--- src/hdl/assert_macros.svh ---
// Assertion macros used by the log table datapath.
`ifndef ASSERT_MACROS_SVH
`define ASSERT_MACROS_SVH
`ifndef ASSERT_OFF
`define ASSERT_ALWAYS(lbl, clk, rst, expr) \
   lbl: assert property (@(posedge clk) disable iff (rst) (expr)) \
      else $error("%m: assertion violated");
`define ASSERT_IMPLY(lbl, clk, rst, ante, cons) \
   lbl: assert property (@(posedge clk) disable iff (rst) (ante) |-> (cons)) \
      else $error("%m: assertion violated");
`else
`define ASSERT_ALWAYS(lbl, clk, rst, expr)
`define ASSERT_IMPLY(lbl, clk, rst, ante, cons)
`endif
`endif

--- src/hdl/culog_pkg.sv ---
// Shared types and constants of the unstable log table.
package culog_pkg;

   localparam int IDX_W  = 64;
   localparam int OP_W   = 3;
   localparam int STAT_W = 2;

   typedef enum logic [OP_W-1:0] {
      OP_APPEND     = 3'd0,
      OP_FIRST      = 3'd1,
      OP_LAST       = 3'd2,
      OP_TERM       = 3'd3,
      OP_STABLE     = 3'd4,
      OP_SNAPSTABLE = 3'd5,
      OP_RESTORE    = 3'd6,
      OP_SLICE      = 3'd7
   } op_type;

   typedef enum logic [STAT_W-1:0] {
      ST_OK   = 2'd0,
      ST_NA   = 2'd1,
      ST_OOB  = 2'd2,
      ST_FULL = 2'd3
   } status_type;

   // Commands from the controller to the datapath.
   typedef struct packed {
      logic capture;
      logic calc;
      logic decide;
      logic stable;
      logic result;
      logic sl_rd;
      logic sl_ld;
   } dp_cmd_type;

   // Status from the datapath to the controller.
   typedef struct packed {
      logic stable_go;
      logic slice_go;
      logic out_free;
      logic slice_last;
   } dp_stat_type;

endpackage

--- src/hdl/culog_if.sv ---
// Handshake channel interfaces of the unstable log table.
interface culog_req_if;
   logic                          valid;
   logic                          ready;
   logic [culog_pkg::OP_W-1:0]    op;
   logic [culog_pkg::IDX_W-1:0]   key_index;
   logic [culog_pkg::IDX_W-1:0]   key_term;
   logic [culog_pkg::IDX_W-1:0]   upper_index;
   logic                          first_of_batch;

   modport source (output valid, op, key_index, key_term, upper_index, first_of_batch,
                   input ready);
   modport sink (input valid, op, key_index, key_term, upper_index, first_of_batch,
                 output ready);
endinterface

interface culog_rsp_if;
   logic                          valid;
   logic                          ready;
   logic [culog_pkg::STAT_W-1:0]  status;
   logic [culog_pkg::IDX_W-1:0]   result_index;
   logic [culog_pkg::IDX_W-1:0]   result_term;
   logic                          last;

   modport source (output valid, status, result_index, result_term, last, input ready);
   modport sink (input valid, status, result_index, result_term, last, output ready);
endinterface

interface culog_csr_if;
   logic                          valid;
   logic                          ready;
   logic [culog_pkg::IDX_W-1:0]   data;

   modport source (output valid, data, input ready);
   modport sink (input valid, data, output ready);
endinterface

--- src/hdl/culog_ctrl.sv ---
// Controller state machine of the unstable log table.
module culog_ctrl (
   input  logic                   clock,
   input  logic                   reset,
   input  logic                   req_valid,
   output logic                   req_ready,
   input  culog_pkg::dp_stat_type stat,
   output culog_pkg::dp_cmd_type  cmd
);

   typedef enum logic [2:0] {
      S_IDLE,
      S_CALC,
      S_DECIDE,
      S_STABLE,
      S_RESULT,
      S_SL_RD,
      S_SL_LD
   } state_type;

   state_type state_ff;

   always_ff @(posedge clock) begin
      if (reset) begin
         state_ff <= S_IDLE;
      end else begin
         case (state_ff)
            S_IDLE: begin
               if (req_valid) state_ff <= S_CALC;
            end
            S_CALC: begin
               state_ff <= S_DECIDE;
            end
            S_DECIDE: begin
               if (stat.stable_go)     state_ff <= S_STABLE;
               else if (stat.slice_go) state_ff <= S_SL_RD;
               else                    state_ff <= S_RESULT;
            end
            S_STABLE: begin
               state_ff <= S_RESULT;
            end
            S_RESULT: begin
               if (stat.out_free) state_ff <= S_IDLE;
            end
            S_SL_RD: begin
               state_ff <= S_SL_LD;
            end
            S_SL_LD: begin
               if (stat.out_free) state_ff <= stat.slice_last ? S_IDLE : S_SL_RD;
            end
            default: begin
               state_ff <= S_IDLE;
            end
         endcase
      end
   end

   assign req_ready = (state_ff == S_IDLE);

   always_comb begin
      cmd         = '0;
      cmd.capture = (state_ff == S_IDLE) && req_valid;
      cmd.calc    = (state_ff == S_CALC);
      cmd.decide  = (state_ff == S_DECIDE);
      cmd.stable  = (state_ff == S_STABLE);
      cmd.result  = (state_ff == S_RESULT);
      cmd.sl_rd   = (state_ff == S_SL_RD);
      cmd.sl_ld   = (state_ff == S_SL_LD);
   end

endmodule

--- src/hdl/culog_dp.sv ---
// Datapath of the unstable log table: log state, term ring and result register.
`include "assert_macros.svh"
module culog_dp #(
   parameter int RING_DEPTH = 32
) (
   input  logic                                clock,
   input  logic                                reset,
   input  culog_pkg::dp_cmd_type               cmd,
   output culog_pkg::dp_stat_type              stat,
   input  logic [culog_pkg::OP_W-1:0]          req_op,
   input  logic [culog_pkg::IDX_W-1:0]         req_key_index,
   input  logic [culog_pkg::IDX_W-1:0]         req_key_term,
   input  logic [culog_pkg::IDX_W-1:0]         req_upper_index,
   input  logic                                req_first_of_batch,
   input  logic                                csr_valid,
   input  logic [culog_pkg::IDX_W-1:0]         csr_data,
   input  logic                                rsp_ready,
   output logic                                rsp_valid,
   output logic [culog_pkg::STAT_W-1:0]        rsp_status,
   output logic [culog_pkg::IDX_W-1:0]         rsp_result_index,
   output logic [culog_pkg::IDX_W-1:0]         rsp_result_term,
   output logic                                rsp_last
);

   localparam int IW = culog_pkg::IDX_W;
   localparam int AW = (RING_DEPTH > 1) ? $clog2(RING_DEPTH) : 1;
   localparam int CW = $clog2(RING_DEPTH + 1);
   localparam logic [CW:0]   DEPTH_W = (CW+1)'(RING_DEPTH);
   localparam logic [CW-1:0] DEPTH_C = CW'(RING_DEPTH);
   localparam logic [AW-1:0] SLOT_MAX = AW'(RING_DEPTH - 1);

   // Ring slot of a position counted from the head; the slot is right only for pos up to the depth.
   function automatic logic [AW-1:0] slot_of(input logic [AW-1:0] head,
                                             input logic [CW-1:0] pos);
      logic [CW:0] sum;
      sum = (CW+1)'(head) + {1'b0, pos};
      if (sum >= DEPTH_W) sum = sum - DEPTH_W;
      return sum[AW-1:0];
   endfunction

   // Captured request
   culog_pkg::op_type op_ff;
   logic [IW-1:0]     ki_ff, kt_ff, hi_ff;
   logic              fob_ff;

   // Precomputed compares
   logic [IW-1:0]     diff_ff, hdiff_ff;
   logic              ki_lt_first_ff, ki_gt_hi_ff, ki_eq_snap_ff, ki_eq_hi_ff;
   logic [IW:0]       diff_w;

   // Log state
   logic [AW-1:0]     head_ff, head_in;
   logic [CW-1:0]     count_ff, count_in;
   logic [IW-1:0]     first_ff, first_in;
   logic              snap_valid_ff, snap_valid_in;
   logic [IW-1:0]     snap_index_ff, snap_index_in;
   logic [IW-1:0]     snap_term_ff, snap_term_in;

   // Term ring
   logic [IW-1:0]     ring [RING_DEPTH];
   logic [IW-1:0]     mem_rd_ff;
   logic [AW-1:0]     rd_addr, wr_addr;
   logic              rd_en, wr_en;

   // Pending single result
   culog_pkg::status_type res_status_ff, res_status_in;
   logic [IW-1:0]     res_base_ff, res_base_in;
   logic [CW-1:0]     res_off_ff, res_off_in;
   logic [IW-1:0]     res_term_ff, res_term_in;
   logic              res_term_mem_ff, res_term_mem_in;

   // Slice walk
   logic [CW-1:0]     pos_ff, pos_in, end_ff, end_in;
   logic [AW-1:0]     slot_ff, slot_in;
   logic [IW-1:0]     idx_ff, idx_in;

   // Output register
   logic              out_valid_ff, out_valid_in;
   culog_pkg::status_type out_status_ff, out_status_in;
   logic [IW-1:0]     out_index_ff, out_index_in;
   logic [IW-1:0]     out_term_ff, out_term_in;
   logic              out_last_ff, out_last_in;

   // Decision terms
   logic              diff_small, hdiff_small;
   logic [CW-1:0]     diff_n, hdiff_n, diff_n1, cnt_eff;
   logic [IW-1:0]     first_eff;
   logic              in_ring, snap_hit, app_match, app_reset, app_redo;
   logic              app_oob, app_full, slice_err, out_free, slice_last;

   assign diff_small  = (diff_ff[IW-1:CW] == '0);
   assign hdiff_small = (hdiff_ff[IW-1:CW] == '0);
   assign diff_n      = diff_ff[CW-1:0];
   assign hdiff_n     = hdiff_ff[CW-1:0];
   assign diff_n1     = diff_n + CW'(1);

   assign in_ring   = !ki_lt_first_ff && diff_small && (diff_n < count_ff);
   assign snap_hit  = ki_lt_first_ff && snap_valid_ff && ki_eq_snap_ff;
   assign app_match = diff_small && (diff_n == count_ff);
   assign app_reset = ki_lt_first_ff || (diff_ff == '0);
   assign app_redo  = fob_ff && !app_match;
   assign app_oob   = app_redo && !app_reset && (!diff_small || (diff_n > count_ff));
   assign cnt_eff   = app_redo ? (app_reset ? '0 : diff_n) : count_ff;
   assign first_eff = (app_redo && app_reset) ? ki_ff : first_ff;
   assign app_full  = (cnt_eff >= DEPTH_C);
   assign slice_err = ki_gt_hi_ff || ki_lt_first_ff || !hdiff_small || (hdiff_n > count_ff);

   assign out_free   = !out_valid_ff || rsp_ready;
   assign slice_last = (({1'b0, pos_ff} + (CW+1)'(1)) == {1'b0, end_ff});

   always_comb begin
      stat            = '0;
      stat.stable_go  = (op_ff == culog_pkg::OP_STABLE) && in_ring;
      stat.slice_go   = (op_ff == culog_pkg::OP_SLICE) && !slice_err && !ki_eq_hi_ff;
      stat.out_free   = out_free;
      stat.slice_last = slice_last;
   end

   assign diff_w = {1'b0, ki_ff} - {1'b0, first_ff};

   always_ff @(posedge clock) begin
      if (cmd.capture) begin
         op_ff  <= culog_pkg::op_type'(req_op);
         ki_ff  <= req_key_index;
         kt_ff  <= req_key_term;
         hi_ff  <= req_upper_index;
         fob_ff <= req_first_of_batch;
      end
      if (cmd.calc) begin
         diff_ff        <= diff_w[IW-1:0];
         ki_lt_first_ff <= diff_w[IW];
         hdiff_ff       <= hi_ff - first_ff;
         ki_gt_hi_ff    <= (ki_ff > hi_ff);
         ki_eq_snap_ff  <= (ki_ff == snap_index_ff);
         ki_eq_hi_ff    <= (ki_ff == hi_ff);
      end
   end

   // Ring port: one write, one registered read
   assign rd_addr = cmd.sl_rd ? slot_ff : slot_of(head_ff, diff_n);
   assign rd_en   = cmd.decide || cmd.sl_rd;
   assign wr_addr = slot_of(head_ff, cnt_eff);
   assign wr_en   = cmd.decide && (op_ff == culog_pkg::OP_APPEND) && !app_oob && !app_full;

   always_ff @(posedge clock) begin
      if (wr_en) ring[wr_addr] <= kt_ff;
      if (rd_en) mem_rd_ff <= ring[rd_addr];
   end

   always_comb begin
      head_in         = head_ff;
      count_in        = count_ff;
      first_in        = first_ff;
      snap_valid_in   = snap_valid_ff;
      snap_index_in   = snap_index_ff;
      snap_term_in    = snap_term_ff;
      res_status_in   = res_status_ff;
      res_base_in     = res_base_ff;
      res_off_in      = res_off_ff;
      res_term_in     = res_term_ff;
      res_term_mem_in = res_term_mem_ff;
      pos_in          = pos_ff;
      end_in          = end_ff;
      slot_in         = slot_ff;
      idx_in          = idx_ff;
      out_valid_in    = out_valid_ff;
      out_status_in   = out_status_ff;
      out_index_in    = out_index_ff;
      out_term_in     = out_term_ff;
      out_last_in     = out_last_ff;

      if (cmd.decide) begin
         res_status_in   = culog_pkg::ST_NA;
         res_base_in     = '0;
         res_off_in      = '0;
         res_term_in     = '0;
         res_term_mem_in = 1'b0;
         case (op_ff)
            culog_pkg::OP_APPEND: begin
               if (app_oob) begin
                  res_status_in = culog_pkg::ST_OOB;
               end else if (app_full) begin
                  res_status_in = culog_pkg::ST_FULL;
               end else begin
                  count_in      = cnt_eff + CW'(1);
                  first_in      = first_eff;
                  res_status_in = culog_pkg::ST_OK;
                  res_base_in   = first_eff;
                  res_off_in    = cnt_eff;
                  res_term_in   = kt_ff;
               end
            end
            culog_pkg::OP_FIRST: begin
               if (snap_valid_ff) begin
                  res_status_in = culog_pkg::ST_OK;
                  res_base_in   = snap_index_ff;
                  res_off_in    = CW'(1);
               end
            end
            culog_pkg::OP_LAST: begin
               if (count_ff != '0) begin
                  res_status_in = culog_pkg::ST_OK;
                  res_base_in   = first_ff;
                  res_off_in    = count_ff - CW'(1);
               end else if (snap_valid_ff) begin
                  res_status_in = culog_pkg::ST_OK;
                  res_base_in   = snap_index_ff;
               end
            end
            culog_pkg::OP_TERM: begin
               if (in_ring) begin
                  res_status_in   = culog_pkg::ST_OK;
                  res_base_in     = ki_ff;
                  res_term_mem_in = 1'b1;
               end else if (snap_hit) begin
                  res_status_in = culog_pkg::ST_OK;
                  res_base_in   = ki_ff;
                  res_term_in   = snap_term_ff;
               end
            end
            culog_pkg::OP_STABLE: begin
               // term check follows once the ring read returns
            end
            culog_pkg::OP_SNAPSTABLE: begin
               if (snap_valid_ff && ki_eq_snap_ff) begin
                  snap_valid_in = 1'b0;
                  res_status_in = culog_pkg::ST_OK;
               end
            end
            culog_pkg::OP_RESTORE: begin
               count_in      = '0;
               first_in      = ki_ff + IW'(1);
               snap_valid_in = 1'b1;
               snap_index_in = ki_ff;
               snap_term_in  = kt_ff;
               res_status_in = culog_pkg::ST_OK;
            end
            culog_pkg::OP_SLICE: begin
               if (slice_err) begin
                  res_status_in = culog_pkg::ST_OOB;
               end else if (ki_eq_hi_ff) begin
                  res_base_in = ki_ff;
               end else begin
                  pos_in  = diff_n;
                  end_in  = hdiff_n;
                  slot_in = slot_of(head_ff, diff_n);
                  idx_in  = ki_ff;
               end
            end
            default: begin
               res_status_in = culog_pkg::ST_NA;
            end
         endcase
      end

      if (cmd.stable) begin
         if (mem_rd_ff == kt_ff) begin
            head_in       = slot_of(head_ff, diff_n1);
            count_in      = count_ff - diff_n1;
            first_in      = ki_ff + IW'(1);
            res_status_in = culog_pkg::ST_OK;
         end
      end

      // Drop the shown result when taken, then load a new one if due
      if (out_valid_ff && rsp_ready) out_valid_in = 1'b0;
      if (cmd.result && out_free) begin
         out_valid_in  = 1'b1;
         out_status_in = res_status_ff;
         out_index_in  = res_base_ff + IW'(res_off_ff);
         out_term_in   = res_term_mem_ff ? mem_rd_ff : res_term_ff;
         out_last_in   = 1'b1;
      end
      if (cmd.sl_ld && out_free) begin
         out_valid_in  = 1'b1;
         out_status_in = culog_pkg::ST_OK;
         out_index_in  = idx_ff;
         out_term_in   = mem_rd_ff;
         out_last_in   = slice_last;
         pos_in        = pos_ff + CW'(1);
         idx_in        = idx_ff + IW'(1);
         slot_in       = (slot_ff == SLOT_MAX) ? '0 : slot_ff + AW'(1);
      end

      // A register write reopens the log at the written index
      if (csr_valid) begin
         head_in       = '0;
         count_in      = '0;
         first_in      = csr_data;
         snap_valid_in = 1'b0;
         snap_index_in = '0;
         snap_term_in  = '0;
      end
   end

   always_ff @(posedge clock) begin
      if (reset) begin
         head_ff       <= '0;
         count_ff      <= '0;
         first_ff      <= '0;
         snap_valid_ff <= 1'b0;
         snap_index_ff <= '0;
         snap_term_ff  <= '0;
         out_valid_ff  <= 1'b0;
      end else begin
         head_ff       <= head_in;
         count_ff      <= count_in;
         first_ff      <= first_in;
         snap_valid_ff <= snap_valid_in;
         snap_index_ff <= snap_index_in;
         snap_term_ff  <= snap_term_in;
         out_valid_ff  <= out_valid_in;
      end
   end

   always_ff @(posedge clock) begin
      res_status_ff   <= res_status_in;
      res_base_ff     <= res_base_in;
      res_off_ff      <= res_off_in;
      res_term_ff     <= res_term_in;
      res_term_mem_ff <= res_term_mem_in;
      pos_ff          <= pos_in;
      end_ff          <= end_in;
      slot_ff         <= slot_in;
      idx_ff          <= idx_in;
      out_status_ff   <= out_status_in;
      out_index_ff    <= out_index_in;
      out_term_ff     <= out_term_in;
      out_last_ff     <= out_last_in;
   end

   assign rsp_valid        = out_valid_ff;
   assign rsp_status       = out_status_ff;
   assign rsp_result_index = out_index_ff;
   assign rsp_result_term  = out_term_ff;
   assign rsp_last         = out_last_ff;

   `ASSERT_ALWAYS(a_count_bound, clock, reset, count_ff <= DEPTH_C)
   `ASSERT_ALWAYS(a_head_bound, clock, reset, (CW+1)'(head_ff) < DEPTH_W)
   `ASSERT_IMPLY(a_write_room, clock, reset, wr_en, cnt_eff < DEPTH_C)
   `ASSERT_IMPLY(a_slice_pos, clock, reset, cmd.sl_ld, pos_ff < end_ff)
   `ASSERT_IMPLY(a_mid_ok, clock, reset, out_valid_ff && !out_last_ff, out_status_ff == 0)

endmodule

--- src/hdl/consensus_unstable_log_table.sv ---
// Top level of the unstable log table: request, response and register channels.
// A single-result request is captured, compared, decided (stable-to: term check) and then loaded
// into the output register; a slice reads each entry from the ring, then loads it, in turn.
// A new request is accepted only once the last one is loaded; a busy output register stalls the load.
// Reset (synchronous, active high): log empty at first index 0, snapshot dropped, no response
// pending; ring contents stay undefined and need no clearing pass.
module consensus_unstable_log_table #(
   parameter int RING_DEPTH = 32
) (
   input  logic        clock,
   input  logic        reset,
   culog_req_if.sink   req_chan,
   culog_rsp_if.source rsp_chan,
   culog_csr_if.sink   csr_chan
);

   culog_pkg::dp_cmd_type  cmd;
   culog_pkg::dp_stat_type stat;

   // Register writes are always taken; they must come only while the table is idle, unchecked.
   assign csr_chan.ready = 1'b1;

   // Sequencer: accept a request, compare, decide, then load the result
   // (or walk the slice one entry at a time).
   culog_ctrl u_ctrl (
      .clock     (clock),
      .reset     (reset),
      .req_valid (req_chan.valid),
      .req_ready (req_chan.ready),
      .stat      (stat),
      .cmd       (cmd)
   );

   // Log state, ring memory and output register. The output register holds a
   // finished response while the next request is accepted.
   culog_dp #(
      .RING_DEPTH (RING_DEPTH)
   ) u_dp (
      .clock              (clock),
      .reset              (reset),
      .cmd                (cmd),
      .stat               (stat),
      .req_op             (req_chan.op),
      .req_key_index      (req_chan.key_index),
      .req_key_term       (req_chan.key_term),
      .req_upper_index    (req_chan.upper_index),
      .req_first_of_batch (req_chan.first_of_batch),
      .csr_valid          (csr_chan.valid),
      .csr_data           (csr_chan.data),
      .rsp_ready          (rsp_chan.ready),
      .rsp_valid          (rsp_chan.valid),
      .rsp_status         (rsp_chan.status),
      .rsp_result_index   (rsp_chan.result_index),
      .rsp_result_term    (rsp_chan.result_term),
      .rsp_last           (rsp_chan.last)
   );

endmodule

--- src/flat_wrapper.sv ---
// flat-port wrapper written by rule: the top's interface ports become plain ports
module consensus_unstable_log_table_flat 
#(
   parameter int RING_DEPTH = 32
)
  (clock, reset, req_chan_valid, req_chan_op, req_chan_key_index, req_chan_key_term, req_chan_upper_index, req_chan_first_of_batch, req_chan_ready, rsp_chan_valid, rsp_chan_status, rsp_chan_result_index, rsp_chan_result_term, rsp_chan_last, rsp_chan_ready, csr_chan_valid, csr_chan_data, csr_chan_ready);
  culog_req_if req_chan_i ();
  culog_rsp_if rsp_chan_i ();
  culog_csr_if csr_chan_i ();
  input  logic clock;
  input  logic reset;
  input wire logic [$bits(req_chan_i.valid)-1:0] req_chan_valid;
  input wire logic [$bits(req_chan_i.op)-1:0] req_chan_op;
  input wire logic [$bits(req_chan_i.key_index)-1:0] req_chan_key_index;
  input wire logic [$bits(req_chan_i.key_term)-1:0] req_chan_key_term;
  input wire logic [$bits(req_chan_i.upper_index)-1:0] req_chan_upper_index;
  input wire logic [$bits(req_chan_i.first_of_batch)-1:0] req_chan_first_of_batch;
  output wire logic [$bits(req_chan_i.ready)-1:0] req_chan_ready;
  output wire logic [$bits(rsp_chan_i.valid)-1:0] rsp_chan_valid;
  output wire logic [$bits(rsp_chan_i.status)-1:0] rsp_chan_status;
  output wire logic [$bits(rsp_chan_i.result_index)-1:0] rsp_chan_result_index;
  output wire logic [$bits(rsp_chan_i.result_term)-1:0] rsp_chan_result_term;
  output wire logic [$bits(rsp_chan_i.last)-1:0] rsp_chan_last;
  input wire logic [$bits(rsp_chan_i.ready)-1:0] rsp_chan_ready;
  input wire logic [$bits(csr_chan_i.valid)-1:0] csr_chan_valid;
  input wire logic [$bits(csr_chan_i.data)-1:0] csr_chan_data;
  output wire logic [$bits(csr_chan_i.ready)-1:0] csr_chan_ready;
  assign req_chan_i.valid = req_chan_valid;
  assign req_chan_i.op = req_chan_op;
  assign req_chan_i.key_index = req_chan_key_index;
  assign req_chan_i.key_term = req_chan_key_term;
  assign req_chan_i.upper_index = req_chan_upper_index;
  assign req_chan_i.first_of_batch = req_chan_first_of_batch;
  assign req_chan_ready = req_chan_i.ready;
  assign rsp_chan_valid = rsp_chan_i.valid;
  assign rsp_chan_status = rsp_chan_i.status;
  assign rsp_chan_result_index = rsp_chan_i.result_index;
  assign rsp_chan_result_term = rsp_chan_i.result_term;
  assign rsp_chan_last = rsp_chan_i.last;
  assign rsp_chan_i.ready = rsp_chan_ready;
  assign csr_chan_i.valid = csr_chan_valid;
  assign csr_chan_i.data = csr_chan_data;
  assign csr_chan_ready = csr_chan_i.ready;
  consensus_unstable_log_table #(.RING_DEPTH(RING_DEPTH)) u_core (.clock(clock), .reset(reset), .req_chan(req_chan_i), .rsp_chan(rsp_chan_i), .csr_chan(csr_chan_i));
endmodule
--- config.mk ---
export PLATFORM = sky130hd
export DESIGN_NAME = consensus_unstable_log_table_flat
export DESIGN_NICKNAME = d
export VERILOG_FILES = /design/src/hdl/culog_pkg.sv /design/src/hdl/culog_if.sv /design/src/hdl/culog_ctrl.sv /design/src/hdl/culog_dp.sv /design/src/hdl/consensus_unstable_log_table.sv /design/src/flat_wrapper.sv
export VERILOG_INCLUDE_DIRS = /design/src /design/src/hdl
export SDC_FILE = /design/constraint.sdc
export NUM_CORES = 2
export LEC_CHECK = 0
export ABC_CLOCK_PERIOD_IN_PS = 30800
export BUFFER_PORTS_ARGS = -buffer_cell sky130_fd_sc_hd__buf_2
export CAP_MARGIN = 20
export CELL_PAD_IN_SITES_DETAIL_PLACEMENT = 1
export CELL_PAD_IN_SITES_GLOBAL_PLACEMENT = 1
export CORE_ASPECT_RATIO = 2
export CORE_MARGIN = 3
export CORE_UTILIZATION = 40
export CTS_CLUSTER_DIAMETER = 200
export CTS_CLUSTER_SIZE = 16
export DETAILED_ROUTE_END_ITERATION = 8
export PLACE_DENSITY_LB_ADDON = 0.1
export SLEW_MARGIN = 10
export SYNTH_ARGS = -nofsm -noshare
export SYNTH_HDL_FRONTEND = slang
export SYNTH_SLANG_ARGS = --single-unit
--- constraint.sdc ---
create_clock -name clock -period 30.8 [get_ports clock]
set_clock_uncertainty 0.15 [all_clocks]
set_input_delay 1.54 -clock clock [delete_from_list [all_inputs] [get_ports clock]]
set_output_delay 1.54 -clock clock [all_outputs]
set_load 0.1 [all_outputs]
==> impl_metrics.toml <==
[synth]
synth_flop_cell = "edfxtp_1"
syn_inst = 11020
syn-mean-instance-area_sq_um = 12.00
synth_cell_type_count = 103
synth_fp_nets = 11528
yosys-top-cells-count = "2785 x edfxtp_1, 2714 x nand2_1, 798 x nand3_1, 512 x clkbuf_1, 404 x a311oi_1"
synth-seq-area-share_pct = 66.46
netlist_area_sq_um = 132200
synth.largest_area_cell = "edfxtp_1"
synth-seq-cells = 2997
synth_edf_count = 2785
yosysTopAreaCellShare_pct = 63.25
post-synth-top-count-cell = "edfxtp_1"
yosys_warnings = 0
synth.area.top_cells = "edfxtp_1 63%, nand2_1 7.7%, dfxtp_1 3.2%"
async_flop_share_pct = 0

[global_route]
grt_pass1_vias = 97990
grt.total_usage_pct = 29.77
grt_pass1_wl_mm = 721.6
antenna_found_initial = 36
grt_max_degree = 169
grt_overflow = 0

[sta]
finalHoldViolations = 0
slew_violations = 0
slew_headroom_pct = 12.24
fmax_ghz = 0.1340
worstMarginPinSlew_ns = 1.307
setup_slack_ns = 23.34
finalSetupTns_ns = 0
whs_ns = 0.3069
setup_viol = 0
fin_crit_sh_pct = 24.23
min_period_ns = 7.463
rsz0062_at_grt = "false"

[cells_and_area]
largest_reg_flops = 2048
layout.nets = 11736
syn_to_final_growth_pct = 10.33
top_register = "u_core.u_dp.ring"
nFillCells = 34472
final_layout_size_suffix_gt1_share_pct = 9.947

[power_and_ir_drop]
leakage_nw = 50.69
powerDensity_nw_per_um2 = 62.94
ir_worst_vdd_mv = 0.05594

[setup_path]
critPathKind = "reg -> reg"
crit_slowest_cell = "or4_1"
cp.required_ns = 31.20
path_buf_inv = 3
cp-end-kind = "flip-flop"
cp-start-kind = "flip-flop"
slowest_delay_ns = 0.81
cp_data_arrival_time_ns = 7.86
crit_chain = "nor4_1, nand4_1, or4_1, o21ai_2, mux2i_1, inv_1, ha_1, a21o_1, a21oi_1, xnor2_1, xor2_1, nand2_1, nor2_4, buf_4, buf_4"
crit_top_cell = "buf_4"
crit_fanout = 25
path_delay_family = "simple AND/OR/NAND/NOR gates"

[cts]
cts_sinks = 2997
clockBufferDepth = 4
clk-insertion-delay-late_ns = 0.95
tritoncts = "built"
root_buffer = "clkbuf_16"
cts_buffers = 213
cts_max_level = 4
cts.clk_slew.worst_paths_ns = 0.09
holdBufCountCts = 0
post-cts-setup-buffers = 0
post_cts_resized = 0

[floorplan]
ios = 399
core-area_sq_um = 329200
num_rows = 298
fp.dieH_um = 819.1
die_w_um = 412.6
start_util_pct = 40.16
die-area_sq_um = 337900

[flow_run]
max-cap-violations = 0

[placed_design]
pre_cts_slack_ns = 23.24
portBuffers = 397
hpwl_mm = 341.9
gp_congestion = 0.9523

[route]
vias = 93074
drt_iter0_markers = 7480
routedWlPerCell_um = 32.51
ant_nets = 0
viasPerCell = 5.910
dr.pass1.iters = 9
drc = 1
drt_wl_total_mm = 511.9

[hold_path]
min_path_type = "reg -> reg"

[status]
violations = "DRC"
outcome = "finished with violations"
routing by layer:
layer | wire, um | global-route usage (%)
met5 | 55 | 0
met4 | 41300 | 19.65
met3 | 21050 | 3.071
met2 | 269500 | 54.71
met1 | 180000 | 32.11
worst reg2reg max path: stages (launching register included):
cell      delay, ns
edfxtp_1       0.37
nor4_1         0.36
nand4_1        0.44
or4_1          0.81
o21ai_2        0.64
mux2i_1        0.52
inv_1          0.11
ha_1           0.37
a21o_1         0.21
a21oi_1        0.22
xnor2_1        0.22
xor2_1         0.43
nand2_1        0.36
nor2_4         0.69
buf_4          0.60
buf_4          0.55
power by group:
group / switching (W) / internal, W / total (W)
clock network: 0.00145 / 0.00131 / 0.00276
registers: 0.0000980 / 0.00464 / 0.00474
logic: 0.00123 / 0.000453 / 0.00168
total: 0.00277 / 0.00641 / 0.00918
placed cells by master, fill, tap and decap left out, drive strengths merged, types with 194 or more instances in the layout:
master and instances:
nor2 240, xor2 264, o21ai 279, a21oi 386, edfxtp 2785, and3 314
dfxtp 212, a311oi 404, nand2 2714, nand3 800, ha 236, buf 712
inv 287, clkbuf 362, xnor2 194
through the flow:
step,power [W],cells,instance area (sq um),util (%)
4_1_cts,0.009262,15726,145800,44.28
5_1_grt,0.009509,15742,145900,44.31
6_report,0.009182,15748,145900,44.31
2_1_floorplan,0.005789,11020,132200,-
3_5_place_dp,0.006518,15359,139700,42.45
3_3_place_gp,0.006485,15355,139700,42.44
cell type report:
class	count	area [sq um]	share of cell area, %
clock inverters	6	93.84	0.06432
diodes	18	45.04	0.03088
multi-input cells	7017	40900	28.03
well taps	4350	5443	3.731
flip-flops and latches	2997	87870	60.23
clock buffers	361	5949	4.078
repair buffers	713	4502	3.086
inverters	286	1081	0.7410
kinds of logic (layout without fill, tap and decap cells):
kind of cell | after synthesis | count (layout) | synth area share [%]
flip-flops | 2997 | 2997 | 66.46
AO/OA/AOI/OAI | 1762 | 1762 | 9.518
other | 1 | 19 | 0.002836
multiplexers | 87 | 87 | 0.7258
buffers and inverters | 1006 | 1366 | 3.049
XOR/XNOR | 458 | 458 | 3.034
adder cells (fa/ha/maj) | 243 | 243 | 2.339
AND/OR/NAND/NOR | 4466 | 4466 | 14.87
path summary, 6_finish.rpt:
kind                            cells past startpoint                                      start                                         to  slack (ns)
worst max-delay path                               15          u_core.u_dp.diff_ff[38]$_DFFE_PP_          u_core.u_dp.ring[9][32]$_DFFE_PP_       23.34
worst min-delay path                                2  u_core.u_dp.snap_term_ff[35]$_SDFFE_PP0P_  u_core.u_dp.snap_term_ff[35]$_SDFFE_PP0P_        0.31
worst max register to register                     15          u_core.u_dp.diff_ff[38]$_DFFE_PP_          u_core.u_dp.ring[9][32]$_DFFE_PP_       23.34
worst min register to register                      2  u_core.u_dp.snap_term_ff[35]$_SDFFE_PP0P_  u_core.u_dp.snap_term_ff[35]$_SDFFE_PP0P_        0.31
Power figures use the tool's default switching activity.
